<file path="src/sv/assert_macros.svh">
// assertion helpers for the rtl
`ifndef ASSERT_MACROS_SVH
`define ASSERT_MACROS_SVH
`ifndef SYNTHESIS
// same-cycle implication
`define ASSERT_IMP(label, clk, rst, ante, cons, msg) \
  label: assert property (@(posedge clk) disable iff (rst) (ante) |-> (cons)) \
    else $error(msg);
// next-cycle implication
`define ASSERT_NXT(label, clk, rst, ante, cons, msg) \
  label: assert property (@(posedge clk) disable iff (rst) (ante) |=> (cons)) \
    else $error(msg);
`else
`define ASSERT_IMP(label, clk, rst, ante, cons, msg)
`define ASSERT_NXT(label, clk, rst, ante, cons, msg)
`endif
`endif

</file>
<file path="src/sv/ppa_pkg.sv">
package ppa_pkg;

  // field widths of the stream payloads
  localparam int OP_W        = 2;
  localparam int IN_INDEX_W  = 3;
  localparam int IN_SIZE_W   = 16;
  localparam int STATUS_W    = 2;
  localparam int OUT_INDEX_W = 3;
  localparam int OUT_SIZE_W  = 16;
  localparam int S_DATA_W    = 40;
  localparam int M_DATA_W    = 24;

  // bit positions inside s_tdata and m_tdata
  localparam int IDX_LSB     = 0;
  localparam int ESZ_LSB     = IDX_LSB + IN_INDEX_W;
  localparam int REQ_LSB     = ESZ_LSB + IN_SIZE_W;
  localparam int OUT_IDX_LSB = 0;
  localparam int OUT_SZ_LSB  = OUT_IDX_LSB + OUT_INDEX_W;
  localparam int S_USED_W    = REQ_LSB + IN_SIZE_W;
  localparam int M_USED_W    = OUT_SZ_LSB + OUT_SIZE_W;

  // opcodes
  localparam logic [OP_W-1:0] OP_WRITE = 2'd0;
  localparam logic [OP_W-1:0] OP_PLACE = 2'd1;
  localparam logic [OP_W-1:0] OP_CLEAR = 2'd2;

  // result status codes
  localparam logic [STATUS_W-1:0] STAT_DONE   = 2'd0;
  localparam logic [STATUS_W-1:0] STAT_PLACED = 2'd1;
  localparam logic [STATUS_W-1:0] STAT_NOFIT  = 2'd2;

  // configuration registers
  localparam int POLICY_W = 2;
  localparam int COUNT_W  = 4;
  localparam logic [POLICY_W-1:0] POL_BEST  = 2'd0;
  localparam logic [POLICY_W-1:0] POL_FIRST = 2'd1;
  localparam logic [POLICY_W-1:0] POL_NEXT  = 2'd2;
  localparam logic [POLICY_W-1:0] POLICY_RESET = POL_BEST;
  localparam logic [COUNT_W-1:0]  COUNT_RESET  = 4'd6;
  localparam logic REG_POLICY = 1'b0;
  localparam logic REG_COUNT  = 1'b1;
  localparam int APB_ADDR_W = 3;
  localparam int APB_DATA_W = 32;

  // controller to datapath commands
  typedef struct packed {
    logic take;
    logic scan_step;
    logic finish;
  } ctrl_cmd_t;

  // datapath to controller status
  typedef struct packed {
    logic place_go;
    logic scan_last;
    logic out_free;
  } dp_status_t;

endpackage

</file>
<file path="src/sv/ppa_ram.sv">
module ppa_ram #(
  parameter int WIDTH = 16,
  parameter int DEPTH = 8
) (
  input  logic                     clk,
  input  logic                     we,
  input  logic [$clog2(DEPTH)-1:0] waddr,
  input  logic [WIDTH-1:0]         wdata,
  input  logic [$clog2(DEPTH)-1:0] raddr,
  output logic [WIDTH-1:0]         rdata
);

  logic [WIDTH-1:0] mem [DEPTH];

  // one write port, one registered read port
  always_ff @(posedge clk) begin
    if (we) begin
      mem[waddr] <= wdata;
    end
    rdata <= mem[raddr];
  end

endmodule

</file>
<file path="src/sv/ppa_ctrl.sv">
module ppa_ctrl import ppa_pkg::*; (
  input  logic       clk,
  input  logic       rst,
  input  logic       s_tvalid,
  input  dp_status_t sts,
  output ctrl_cmd_t  cmd,
  output logic       s_tready
);

  typedef enum logic [3:0] {
    ST_IDLE  = 4'b0001,
    ST_SCAN  = 4'b0010,
    ST_DRAIN = 4'b0100,
    ST_DONE  = 4'b1000
  } state_t;

  state_t state;
  state_t state_next;

  // sequencing of one item: take, for placements scan table and drain last compare, emit
  always_comb begin
    state_next = state;
    cmd        = '0;
    s_tready   = 1'b0;
    case (state)
      ST_IDLE: begin
        s_tready = 1'b1;
        if (s_tvalid) begin
          cmd.take   = 1'b1;
          state_next = sts.place_go ? ST_SCAN : ST_DONE;
        end
      end
      ST_SCAN: begin
        cmd.scan_step = 1'b1;
        if (sts.scan_last) begin
          state_next = ST_DRAIN;
        end
      end
      ST_DRAIN: begin
        state_next = ST_DONE;
      end
      ST_DONE: begin
        if (sts.out_free) begin
          cmd.finish = 1'b1;
          state_next = ST_IDLE;
        end
      end
      default: begin
        state_next = ST_IDLE;
      end
    endcase
  end

  always_ff @(posedge clk) begin
    if (rst) begin
      state <= ST_IDLE;
    end else begin
      state <= state_next;
    end
  end

endmodule

</file>
<file path="src/sv/ppa_dp.sv">
module ppa_dp import ppa_pkg::*; #(
  parameter int MAX_PARTITIONS = 8,
  parameter int SIZE_BITS      = 16
) (
  input  logic                clk,
  input  logic                rst,
  input  ctrl_cmd_t           cmd,
  output dp_status_t          sts,
  input  logic [S_DATA_W-1:0] s_tdata,
  input  logic [OP_W-1:0]     s_tuser,
  input  logic [POLICY_W-1:0] policy,
  input  logic [COUNT_W-1:0]  count,
  output logic                m_tvalid,
  input  logic                m_tready,
  output logic [M_DATA_W-1:0] m_tdata,
  output logic [STATUS_W-1:0] m_tuser
);

  localparam int IDX_W = $clog2(MAX_PARTITIONS);
  localparam int CNT_W = $clog2(MAX_PARTITIONS + 1);

  // input unpacking
  logic [IN_INDEX_W-1:0]           in_index;
  logic [IN_SIZE_W-1:0]            in_esize;
  logic [IN_SIZE_W-1:0]            in_req;
  logic [SIZE_BITS+IN_SIZE_W-1:0]  esz_ext;
  logic [SIZE_BITS+IN_SIZE_W-1:0]  req_ext;
  logic [IDX_W+IN_INDEX_W-1:0]     widx_ext;
  logic                            write_ok;

  assign in_index = s_tdata[IDX_LSB +: IN_INDEX_W];
  assign in_esize = s_tdata[ESZ_LSB +: IN_SIZE_W];
  assign in_req   = s_tdata[REQ_LSB +: IN_SIZE_W];
  assign esz_ext  = {{SIZE_BITS{1'b0}}, in_esize};
  assign req_ext  = {{SIZE_BITS{1'b0}}, in_req};
  assign widx_ext = {{IDX_W{1'b0}}, in_index};
  assign write_ok = 32'(in_index) < MAX_PARTITIONS;

  // item and scan state
  logic [OP_W-1:0]           item_op;
  logic [SIZE_BITS-1:0]      req;
  logic [IDX_W-1:0]          scan_idx;
  logic [CNT_W-1:0]          remaining;
  logic                      chk_valid;
  logic [IDX_W-1:0]          chk_idx;
  logic                      found;
  logic [IDX_W-1:0]          best_idx;
  logic [SIZE_BITS-1:0]      best_size;
  logic [IDX_W-1:0]          next_ptr;
  logic [MAX_PARTITIONS-1:0] taken;
  logic [MAX_PARTITIONS-1:0] loaded;
  logic [SIZE_BITS-1:0]      rdata;

  // output register
  logic                   out_valid;
  logic [STATUS_W-1:0]    out_status;
  logic [OUT_INDEX_W-1:0] out_index;
  logic [OUT_SIZE_W-1:0]  out_size;

  // active entry count, saturated to the table depth
  logic [CNT_W-1:0] n_active;
  always_comb begin
    if (32'(count) > MAX_PARTITIONS) begin
      n_active = CNT_W'(MAX_PARTITIONS);
    end else begin
      n_active = CNT_W'(count);
    end
  end

  // scan start: next fit resumes at the pointer when it is in range
  logic [IDX_W-1:0] scan_start;
  always_comb begin
    if (policy == POL_NEXT && CNT_W'(next_ptr) < n_active) begin
      scan_start = next_ptr;
    end else begin
      scan_start = '0;
    end
  end

  // circular advance over the active entries
  logic             scan_wrap;
  logic [IDX_W-1:0] scan_idx_next;
  assign scan_wrap     = (CNT_W'(scan_idx) + CNT_W'(1)) == n_active;
  assign scan_idx_next = scan_wrap ? '0 : scan_idx + IDX_W'(1);

  // partition size table
  logic ram_we;
  assign ram_we = cmd.take && (s_tuser == OP_WRITE) && write_ok;

  ppa_ram #(
    .WIDTH (SIZE_BITS),
    .DEPTH (MAX_PARTITIONS)
  ) u_size_ram (
    .clk   (clk),
    .we    (ram_we),
    .waddr (widx_ext[IDX_W-1:0]),
    .wdata (esz_ext[SIZE_BITS-1:0]),
    .raddr (scan_idx),
    .rdata (rdata)
  );

  // compare stage: entry read last cycle against the request
  logic [SIZE_BITS-1:0] chk_size;
  logic                 usable;
  logic                 best_pol;
  logic                 take_it;
  assign chk_size = loaded[chk_idx] ? rdata : '0;
  assign usable   = chk_valid && !taken[chk_idx] && (chk_size >= req);
  assign best_pol = (policy != POL_FIRST) && (policy != POL_NEXT);
  assign take_it  = usable && (!found || (best_pol && (chk_size < best_size)));

  // status toward the controller
  assign sts.place_go  = (s_tuser == OP_PLACE) && (n_active != '0);
  assign sts.scan_last = remaining == CNT_W'(1);
  assign sts.out_free  = !out_valid || m_tready;

  // payload registers of the current item and scan
  always_ff @(posedge clk) begin
    if (cmd.take) begin
      item_op   <= s_tuser;
      req       <= req_ext[SIZE_BITS-1:0];
      scan_idx  <= scan_start;
      remaining <= n_active;
    end else if (cmd.scan_step) begin
      scan_idx  <= scan_idx_next;
      remaining <= remaining - CNT_W'(1);
    end
    chk_idx <= scan_idx;
    if (take_it) begin
      best_idx  <= chk_idx;
      best_size <= chk_size;
    end
  end

  // control state: compare valid, found flag, flags and pointer
  always_ff @(posedge clk) begin
    if (rst) begin
      chk_valid <= 1'b0;
      found     <= 1'b0;
      taken     <= '0;
      loaded    <= '0;
      next_ptr  <= '0;
    end else begin
      chk_valid <= cmd.scan_step;
      if (cmd.take) begin
        found <= 1'b0;
      end else if (take_it) begin
        found <= 1'b1;
      end
      if (ram_we) begin
        loaded[widx_ext[IDX_W-1:0]] <= 1'b1;
      end
      if (cmd.take && s_tuser == OP_CLEAR) begin
        taken    <= '0;
        next_ptr <= '0;
      end else if (cmd.finish && item_op == OP_PLACE && found) begin
        taken[best_idx] <= 1'b1;
        if (policy == POL_NEXT) begin
          next_ptr <= best_idx;
        end
      end
    end
  end

  // result formatting
  logic [OUT_INDEX_W+IDX_W-1:0]     bidx_ext;
  logic [OUT_SIZE_W+SIZE_BITS-1:0]  bsz_ext;
  logic                             placed;
  logic [STATUS_W-1:0]              res_status;
  assign bidx_ext = {{OUT_INDEX_W{1'b0}}, best_idx};
  assign bsz_ext  = {{OUT_SIZE_W{1'b0}}, best_size};
  assign placed   = (item_op == OP_PLACE) && found;

  always_comb begin
    case (item_op)
      OP_PLACE: res_status = found ? STAT_PLACED : STAT_NOFIT;
      default:  res_status = STAT_DONE;
    endcase
  end

  // output register valid
  always_ff @(posedge clk) begin
    if (rst) begin
      out_valid <= 1'b0;
    end else if (cmd.finish) begin
      out_valid <= 1'b1;
    end else if (m_tready) begin
      out_valid <= 1'b0;
    end
  end

  // output register payload
  always_ff @(posedge clk) begin
    if (cmd.finish) begin
      out_status <= res_status;
      out_index  <= placed ? bidx_ext[OUT_INDEX_W-1:0] : '0;
      out_size   <= placed ? bsz_ext[OUT_SIZE_W-1:0] : '0;
    end
  end

  assign m_tvalid = out_valid;
  assign m_tuser  = out_status;
  assign m_tdata  = {{(M_DATA_W - M_USED_W){1'b0}}, out_size, out_index};

endmodule

</file>
<file path="src/sv/partition_placement_allocator_core.sv">
// channel     | direction | payload
// s_axis      | in        | tuser: opcode; tdata: entry_index, entry_size, request_size
// m_axis      | out       | tuser: status; tdata: chosen_partition, chosen_size
// apb         | in/out    | reg 0 placement_policy @0x0, reg 1 partitions_in_use @0x4
//
// a placement scans the active entries after acceptance, n being the active entry count
// (no scan when n is 0); the scan reads one entry per cycle through the single read port
// of the size memory, then drains the last compare and shows the result. writes, clears
// and other opcodes skip the scan. the next item can be taken in the cycle the result shows.
// one item is in flight; input is held off until its result moves into a free output
// register. reset clears taken flags, pointer, entry valid bits, output valid and config registers.
`include "assert_macros.svh"

module partition_placement_allocator_core import ppa_pkg::*; #(
  parameter int MAX_PARTITIONS = 8,
  parameter int SIZE_BITS      = 16
) (
  input  logic                  clk,
  input  logic                  rst,
  // input transactions
  input  logic                  s_tvalid,
  output logic                  s_tready,
  input  logic [S_DATA_W-1:0]   s_tdata,   // entry_index, entry_size, request_size, zero pad
  input  logic [OP_W-1:0]       s_tuser,   // opcode
  // result transactions
  output logic                  m_tvalid,
  input  logic                  m_tready,
  output logic [M_DATA_W-1:0]   m_tdata,   // chosen_partition, chosen_size, zero pad
  output logic [STATUS_W-1:0]   m_tuser,   // status
  // configuration
  input  logic                  psel,
  input  logic                  penable,
  input  logic                  pwrite,
  input  logic [APB_ADDR_W-1:0] paddr,
  input  logic [APB_DATA_W-1:0] pwdata,
  output logic [APB_DATA_W-1:0] prdata,
  output logic                  pready
);

  logic [POLICY_W-1:0] placement_policy;
  logic [COUNT_W-1:0]  partitions_in_use;
  logic                reg_sel;
  logic                cfg_we;
  ctrl_cmd_t           cmd;
  dp_status_t          sts;

  // register decode
  assign pready  = 1'b1;
  assign reg_sel = paddr[2];
  assign cfg_we  = psel && penable && pwrite && pready;

  always_ff @(posedge clk) begin
    if (rst) begin
      placement_policy  <= POLICY_RESET;
      partitions_in_use <= COUNT_RESET;
    end else if (cfg_we) begin
      case (reg_sel)
        REG_POLICY: placement_policy  <= pwdata[POLICY_W-1:0];
        REG_COUNT:  partitions_in_use <= pwdata[COUNT_W-1:0];
        default:    placement_policy  <= placement_policy;
      endcase
    end
  end

  // register readback
  always_comb begin
    case (reg_sel)
      REG_POLICY: prdata = {{(APB_DATA_W - POLICY_W){1'b0}}, placement_policy};
      default:    prdata = {{(APB_DATA_W - COUNT_W){1'b0}}, partitions_in_use};
    endcase
  end

  ppa_ctrl u_ctrl (
    .clk      (clk),
    .rst      (rst),
    .s_tvalid (s_tvalid),
    .sts      (sts),
    .cmd      (cmd),
    .s_tready (s_tready)
  );

  ppa_dp #(
    .MAX_PARTITIONS (MAX_PARTITIONS),
    .SIZE_BITS      (SIZE_BITS)
  ) u_dp (
    .clk      (clk),
    .rst      (rst),
    .cmd      (cmd),
    .sts      (sts),
    .s_tdata  (s_tdata),
    .s_tuser  (s_tuser),
    .policy   (placement_policy),
    .count    (partitions_in_use),
    .m_tvalid (m_tvalid),
    .m_tready (m_tready),
    .m_tdata  (m_tdata),
    .m_tuser  (m_tuser)
  );

  // one item in flight at a time
  `ASSERT_NXT(a_take_blocks, clk, rst, cmd.take, !s_tready, "input taken twice in a row")
  `ASSERT_IMP(a_scan_busy, clk, rst, cmd.scan_step, !s_tready, "input ready during scan")
  // result goes only into a free output slot and shows up next cycle
  `ASSERT_IMP(a_finish_free, clk, rst, cmd.finish, (!m_tvalid || m_tready), "result overwrote output")
  `ASSERT_NXT(a_finish_out, clk, rst, cmd.finish, m_tvalid, "result not presented")

endmodule
</file>
<file path="config.mk">
export PLATFORM = sky130hd
export DESIGN_NAME = partition_placement_allocator_core
export DESIGN_NICKNAME = d
export VERILOG_FILES = /design/src/sv/ppa_pkg.sv /design/src/sv/ppa_ram.sv /design/src/sv/ppa_ctrl.sv /design/src/sv/ppa_dp.sv /design/src/sv/partition_placement_allocator_core.sv
export VERILOG_INCLUDE_DIRS = /design/src /design/src/sv
export SDC_FILE = /design/constraint.sdc
export NUM_CORES = 1
export LEC_CHECK = 0
export BUFFER_PORTS_ARGS = -buffer_cell sky130_fd_sc_hd__buf_2
export CORE_AREA = 2 2 155 157
export CTS_BUF_LIST = sky130_fd_sc_hd__clkbuf_4 sky130_fd_sc_hd__clkbuf_8
export DETAILED_ROUTE_END_ITERATION = 6
export DIE_AREA = 0 0 157 159
export PLACE_DENSITY_LB_ADDON = 0.2
export SETUP_SLACK_MARGIN = 0.05
export SLEW_MARGIN = 5
export SYNTH_ARGS = -nofsm -noshare
export SYNTH_HDL_FRONTEND = slang
export SYNTH_SLANG_ARGS = --single-unit
</file>
<file path="constraint.sdc">
create_clock -name clk -period 4.2 [get_ports clk]
set_input_delay 0.63 -clock clk [delete_from_list [all_inputs] [get_ports clk]]
set_output_delay 0.63 -clock clk [all_outputs]
set_load 0.005 [all_outputs]
</file>
* Yosys cells after proc, flatten, opt, wreduce, memory -nomap -nowiden *
Memories as Yosys holds them, arrays and structs flattened. A register that Yosys moved wholly into a read port is not among the register bits.
Cells that the tools add are included.

storage, ports and cells
  register bits after elaboration = 100
  memory bits (writable) = 128
  output and inout port bits = 61
  logic and storage cells = 114
  memories kept = 1

operators by class
  add/sub/neg operators = 3
  magnitude comparators = 9
  equal/unequal tests = 15
  multiplexer cells = 33
  bitwise operators = 3
  reduce and logical (&&, ||, !) cells = 31

memories
  memory               depth  width  read ports  clocked after Yosys merged registers in  write ports  line           text
  u_dp.u_size_ram.mem  8      16     1           1                                        1            ppa_ram.sv:13  logic [WIDTH-1:0] mem [DEPTH];

operators with widths
  cell                                                         count
  two-way mux 4 bit                                            8
  >= comparator 16 bit                                         1
  logical AND 1 bit                                            16
  less-than comparator 16 bit                                  1
  two-way mux 16 bit                                           1
  OR 8 bit                                                     2
  case mux 4 bit (4 select lines)                              1
  two-way mux 1 bit                                            14
  less-than comparator 3 x 4 -> 1 bit (second input constant)  3
  two-way mux 3 bit                                            4
  == test 4 x 1 -> 1 bit (second input constant)               2
  inequality test 2 bit (second input constant)                4
  binary-select mux 1 bit (select 3 bit)                       2
  demux 1 bit (select 3 bit)                                   2
  >= comparator 3 x 1 -> 1 bit (second input constant)         2
  AND reduction 2 bit                                          3
  adder 3 x 1 -> 4 bit (second input constant)                 1
  == test 2 x 1 -> 1 bit (second input constant)               2
  == test 2 bit (second input constant)                        2
  == test 4 x 2 -> 1 bit (second input constant)               1
  == test 4 x 3 -> 1 bit (second input constant)               1
  == test 4 bit                                                1
  == test 4 bit (second input constant)                        1
  > comparator 4 bit (second input constant)                   1
  other kinds (13)                                             18

* Longest topological paths before layout *
  depth in word-level cells = 7
  gate-level depth with buffers = 10
  gate-level depth less buffers = 9

* Hierarchy *
From an unflattened synthesis, not the netlist that was laid out.

second synthesis, totals
  cell total of the unflattened synthesis = 678
  area total of the unflattened synthesis = 10421.2 um^2

modules (own cells, without submodules)
  module                              instances  cells an instance  area each (um^2)
  ppa_ram                             1          214                5293.8
  ppa_dp                              1          371                4331.7
  partition_placement_allocator_core  1          62                 535.5
  ppa_ctrl                            1          31                 260.2

* Worst setup path before layout *
OpenSTA, ideal clock, no wires.

  path type = register to register
  start = reg u_dp.chk_idx[0]
  end = reg u_dp.best_idx[0] (enable)
  setup time = 414 ps
  data arrival time = 4124 ps
  path slack = -338 ps
  stages on the path, launching flop included = 10
  path buffers = 0
  clock period less this slack = 4538 ps
  cells stage by stage = dfxtp_1 > mux4_1 > mux2_4 > and2_2 > ha_1 > a21o_1 > a21o_1 > a221o_1 > a221o_1 > a2111oi_2

on the way
  longest elaborated chain between the ends = 7

ends and longest elaborated chain
  element                                      line           text
  start: declaration                           ppa_dp.sv:45   logic [IDX_W-1:0] chk_idx;
  start signal: assignment                     ppa_dp.sv:128  chk_idx <= scan_idx;
  binary-select mux 1 bit (select 3 bit) (*)   ppa_dp.sv:107  assign chk_size = loaded[chk_idx] ? rdata : '0;
  two-way mux 1 bit (not written as such) (*)  ppa_dp.sv:107
  two-way mux 16 bit (*)                       ppa_dp.sv:107
  via u_dp.chk_size[5]                         ppa_dp.sv:103  logic [SIZE_BITS-1:0] chk_size;
  less-than comparator 16 bit                  ppa_dp.sv:110  assign take_it = usable && (!found || (best_pol && (chk_size < best_size)));
  logical AND 1 bit                            ppa_dp.sv:110
  logical OR 1 bit                             ppa_dp.sv:110
  logical AND 1 bit (*)                        ppa_dp.sv:110
  via u_dp.take_it                             ppa_dp.sv:106  logic take_it;
  end signal: assignment                       ppa_dp.sv:130  best_idx <= chk_idx;
  end: declaration                             ppa_dp.sv:47   logic [IDX_W-1:0] best_idx;

The timed path passes the listed nets; every way through them passes the cells marked *. The select of a mux whose other input is x is not followed.
A chain may end at the register's enable or synchronous reset.

* Final worst setup path *
  start = reg u_dp.chk_idx[0]
  end = reg u_dp.best_size[12] (enable)

on the way
  longest elaborated chain between the ends = 7

ends and longest elaborated chain
  element                                      line           text
  binary-select mux 1 bit (select 3 bit) (*)   ppa_dp.sv:107
  two-way mux 1 bit (not written as such) (*)  ppa_dp.sv:107
  two-way mux 16 bit (*)                       ppa_dp.sv:107
  via u_dp.chk_size[5]                         ppa_dp.sv:103
  less-than comparator 16 bit                  ppa_dp.sv:110
  logical AND 1 bit                            ppa_dp.sv:110
  logical OR 1 bit                             ppa_dp.sv:110
  logical AND 1 bit (*)                        ppa_dp.sv:110
  via u_dp.take_it                             ppa_dp.sv:106
  end signal: assignment                       ppa_dp.sv:131  best_size <= chk_size;
  end: declaration                             ppa_dp.sv:48   logic [SIZE_BITS-1:0] best_size;

Marked as above.

==> metrics.cfg <==
[yosys]
ys.flop_type=edfxtp_1
async_reset_ff_share_pct=0
ys_seq_elements=244
syn_area_sq_um=10300
ys_warn_count=0
ys_types=62
ys_seq_area_share_pct=66.2
syn_avg_cell_area_sq_um=15.2
synth_edf_count=193
syn_inst=677

[floorplanning]
die_w_um=157
pin_count=145
die_area_sq_um=25000
core.rowCount=56
core_area_sq_um=23200
die_h_um=159
initial_core_util_pct=44.4

[routing]
ant_nets=0
wl_per_cell_um=17.7
dr.pass1.iters=6
drt_first_iter_violations=344
wirelength_um=20100
routed_via_density=4.99
route.detailed.drc=0
num_vias=5661

[min_path]
hp-class=input pin to flip-flop
min_to=u_dp.req[14]
min_path_cells=1
holdCritStartpoint=s_tdata[33]

[sta]
finalSetupViolCount=0
fin_crit_sh_pct=96.1
slew_violations=0
period_needed_ps=4040
fin_worst_skew_ps=12.5
rsz0062_at_grt=false
slew_headroom_pct=23.3
hold_viol_final=0
fin_setup_tns_ps=0
max_slew.worst_pin.slew_ps=1150
fmax_mhz=248

[cells_and_area]
design_area_sq_um=11800
num-fill-cells=1943
fin_util_pct=51.1
area_growth_pct=15.0
nets=901
antenna_cells=0
fin_cells=1134
drive_gt1_share_pct=27.1

[worst_setup_path]
cp-end-kind=flip-flop
crit_required_ps=4430
r2r_slack_ps=160
rr_worst_depth=10
reg2reg_from=u_dp.chk_idx[0]
cp_max_fo=19
cp-start-kind=flip-flop
slowest_delay_ps=590
cp_cell_sequence=mux4_1 > mux2_4 > and2_2 > ha_1 > a21o_1 > a21o_1 > a221o_1 > a221o_1 > a2111oi_4 > buf_4
cp.arrival_ps=4270
slowest_stage=mux4_1
worstSetupPathType=flip-flop to flip-flop
rr_endpoint=u_dp.best_size[12]

[clocking]
clock-sinks=244
numCtsBuffers=41
cts_root_buffer=clkbuf_8
clkTransAtPathRegs_ps=60
cts_buffer_depth=3
cts_tree=built
clock_latency_ps=530
h-tree-depth=2

[grt]
antenna_found_initial=1
grt_overflow=0
grt_pass1_wl_um=31700
grt_max_degree=37
first_global_vias=5928
grtUsageTotal_pct=16.6

[placed_design]
placed_cell_area_sq_um=11000
hpwlAfterDp_um=13000
routabilityCongestion=0.829
placed_cells=1058
port_buffers=75

[job]
maxCapViolations=0

[power]
ir_drop_mv=0.264
powerDensity_nw_per_um2=455
p_leak_nw=4.69

[run_status]
outcome=completed

[final cells by class]
cell class | count | area (sq um) | share of cell area [%]
repair buffers | 88 | 473 | 3.99
clock inverters | 19 | 161 | 1.36
flip-flops and latches | 244 | 6820 | 57.5
well taps | 319 | 399 | 3.37
clock buffers | 57 | 709 | 5.99
inverters | 40 | 150 | 1.27
multi-input cells | 367 | 3140 | 26.5
[cells in the mapped netlist (all sizes together) (2+ instances only)]
cell type | instances | area [sq um]
a2111oi | 3 | 32.5
a211o | 3 | 26.3
a211oi | 3 | 22.5
a21o | 10 | 75.1
a21oi | 24 | 120
a221o | 2 | 20.0
a221oi | 2 | 17.5
a31oi | 9 | 56.3
a32o | 3 | 30.0
and2 | 38 | 245
buf | 42 | 294
clkbuf | 16 | 60.1
conb | 2 | 7.51
dfxtp | 51 | 1020
edfxtp | 193 | 5800
ha | 35 | 438
inv | 40 | 150
mux2 | 18 | 206
mux2i | 8 | 80.1
mux4 | 36 | 826
nand2 | 15 | 56.3
nand2b | 6 | 37.5
nand3 | 8 | 40.0
nand3b | 3 | 22.5
nand4 | 2 | 12.5
nor2 | 48 | 180
nor2b | 9 | 58.8
nor3 | 6 | 35.0
nor3b | 4 | 30.0
nor4 | 2 | 12.5
nor4b | 4 | 56.3
o21ai | 10 | 50.0
or4b | 2 | 20.0
xor2 | 4 | 35.0
[sequential cells by signal (all words and copies together) (netlist names)]
| name | count |
|---|---|
| u_dp.u_size_ram.mem | 128 |
| u_dp.u_size_ram.rdata | 16 |
| u_dp.scan_idx | 3 |
| u_dp.taken | 8 |
| u_dp.out_index | 3 |
| u_dp.item_op | 2 |
| u_ctrl.state | 4 |
| u_dp.m_tuser | 2 |
| u_dp.chk_idx | 3 |
| u_dp.m_tvalid | 1 |
| u_dp.best_idx | 3 |
| partitions_in_use | 4 |
| u_dp.remaining | 4 |
| u_dp.out_size | 16 |
| u_dp.chk_valid | 1 |
| placement_policy | 2 |
| u_dp.next_ptr | 3 |
| u_dp.loaded | 8 |
| u_dp.req | 16 |
| u_dp.found | 1 |
| u_dp.best_size | 16 |
[routing by layer]
metal	vias up	share of wire (%)	global-route usage, %
li1	2691	-	-
met1	2777	43	20.7
met2	148	50	28.2
met3	45	4.6	3.51
met4	0	2.7	6.63
met5	-	0	0
[stage by stage]
step / power [mW] / hold WS (ps) / setup WS, ps
finish: 5.39 / 270 / 164
global route: 5.61 / 250 / 53.2
CTS: 5.45 / 244 / 178
detailed placement: 3.25 / 449 / 181
global placement: 3.24 / 442 / 297
floorplan: 3.12 / 361 / 158
[kinds of logic after synthesis]
| family | count (synthesis) | share of synthesized area, % |
|---|---|---|
| flip-flops | 244 | 66.2 |
| adder cells (fa/ha/maj) | 35 | 4.25 |
| XOR/XNOR | 5 | 0.425 |
| AND/OR/NAND/NOR | 155 | 8.46 |
| other | 2 | 0.0729 |
| AO/OA/AOI/OAI | 76 | 4.93 |
| multiplexers | 62 | 10.8 |
| buffers and inverters | 98 | 4.89 |
[layout by cell type (no fill, tap or decap), types with 8 or more instances in the layout]
| master | n |
|---|---|
| nor2_1 | 48 |
| edfxtp_1 | 193 |
| inv_1 | 40 |
| clkbuf_4 | 12 |
| mux2i_1 | 8 |
| ha_1 | 35 |
| clkinv_1 | 9 |
| clkbuf_8 | 45 |
| o21ai_0 | 9 |
| nand3_1 | 8 |
| conb_1 | 34 |
| a31oi_1 | 9 |
| buf_4 | 13 |
| dfxtp_1 | 51 |
| mux4_2 | 32 |
| nor2b_1 | 8 |
| nand2_1 | 15 |
| buf_2 | 75 |
| a21oi_1 | 24 |
| mux2_2 | 17 |
| a21o_1 | 10 |
| and2_1 | 32 |
[worst max-delay path, delay by kind of cell (launching register included)]
kind            cells  cell delay (ps)
simple gates        1              250
fa+ha+maj           1              310
buf+inv             1              260
mux                 2              960
flops               1              490
compound gates      5             1480
[report_power, final]
part	internal, mW	switching (mW)
Sequential	2.70	0.0628
Clock	1.28	0.911
Combinational	0.208	0.225
Total	4.19	1.20
[how the worst max path moves through the flow]
stage / start / endpoint / slack [ps] / cells after the start
detailed placement: u_dp.chk_idx[0] / u_dp.best_size[11] / 180 / 10
floorplan: u_dp.chk_idx[0] / u_dp.best_idx[0] / 160 / 9
global route: u_dp.chk_idx[0] / u_dp.best_size[13] / 50 / 10
global placement: u_dp.chk_idx[0] / u_dp.best_size[8] / 300 / 10
finish: u_dp.chk_idx[0] / u_dp.best_size[12] / 160 / 10
CTS: u_dp.chk_idx[0] / u_dp.best_size[12] / 180 / 10
[repair_timing]
| action | 4_1_cts | 5_1_grt |
|---|---|---|
| setup endpoints to repair | 0 | 11 |
| resized for setup | 0 | 1 |
| hold buffers | 0 | 0 |
| setup buffers | 0 | 0 |
Power figures use the tool's default switching activity.
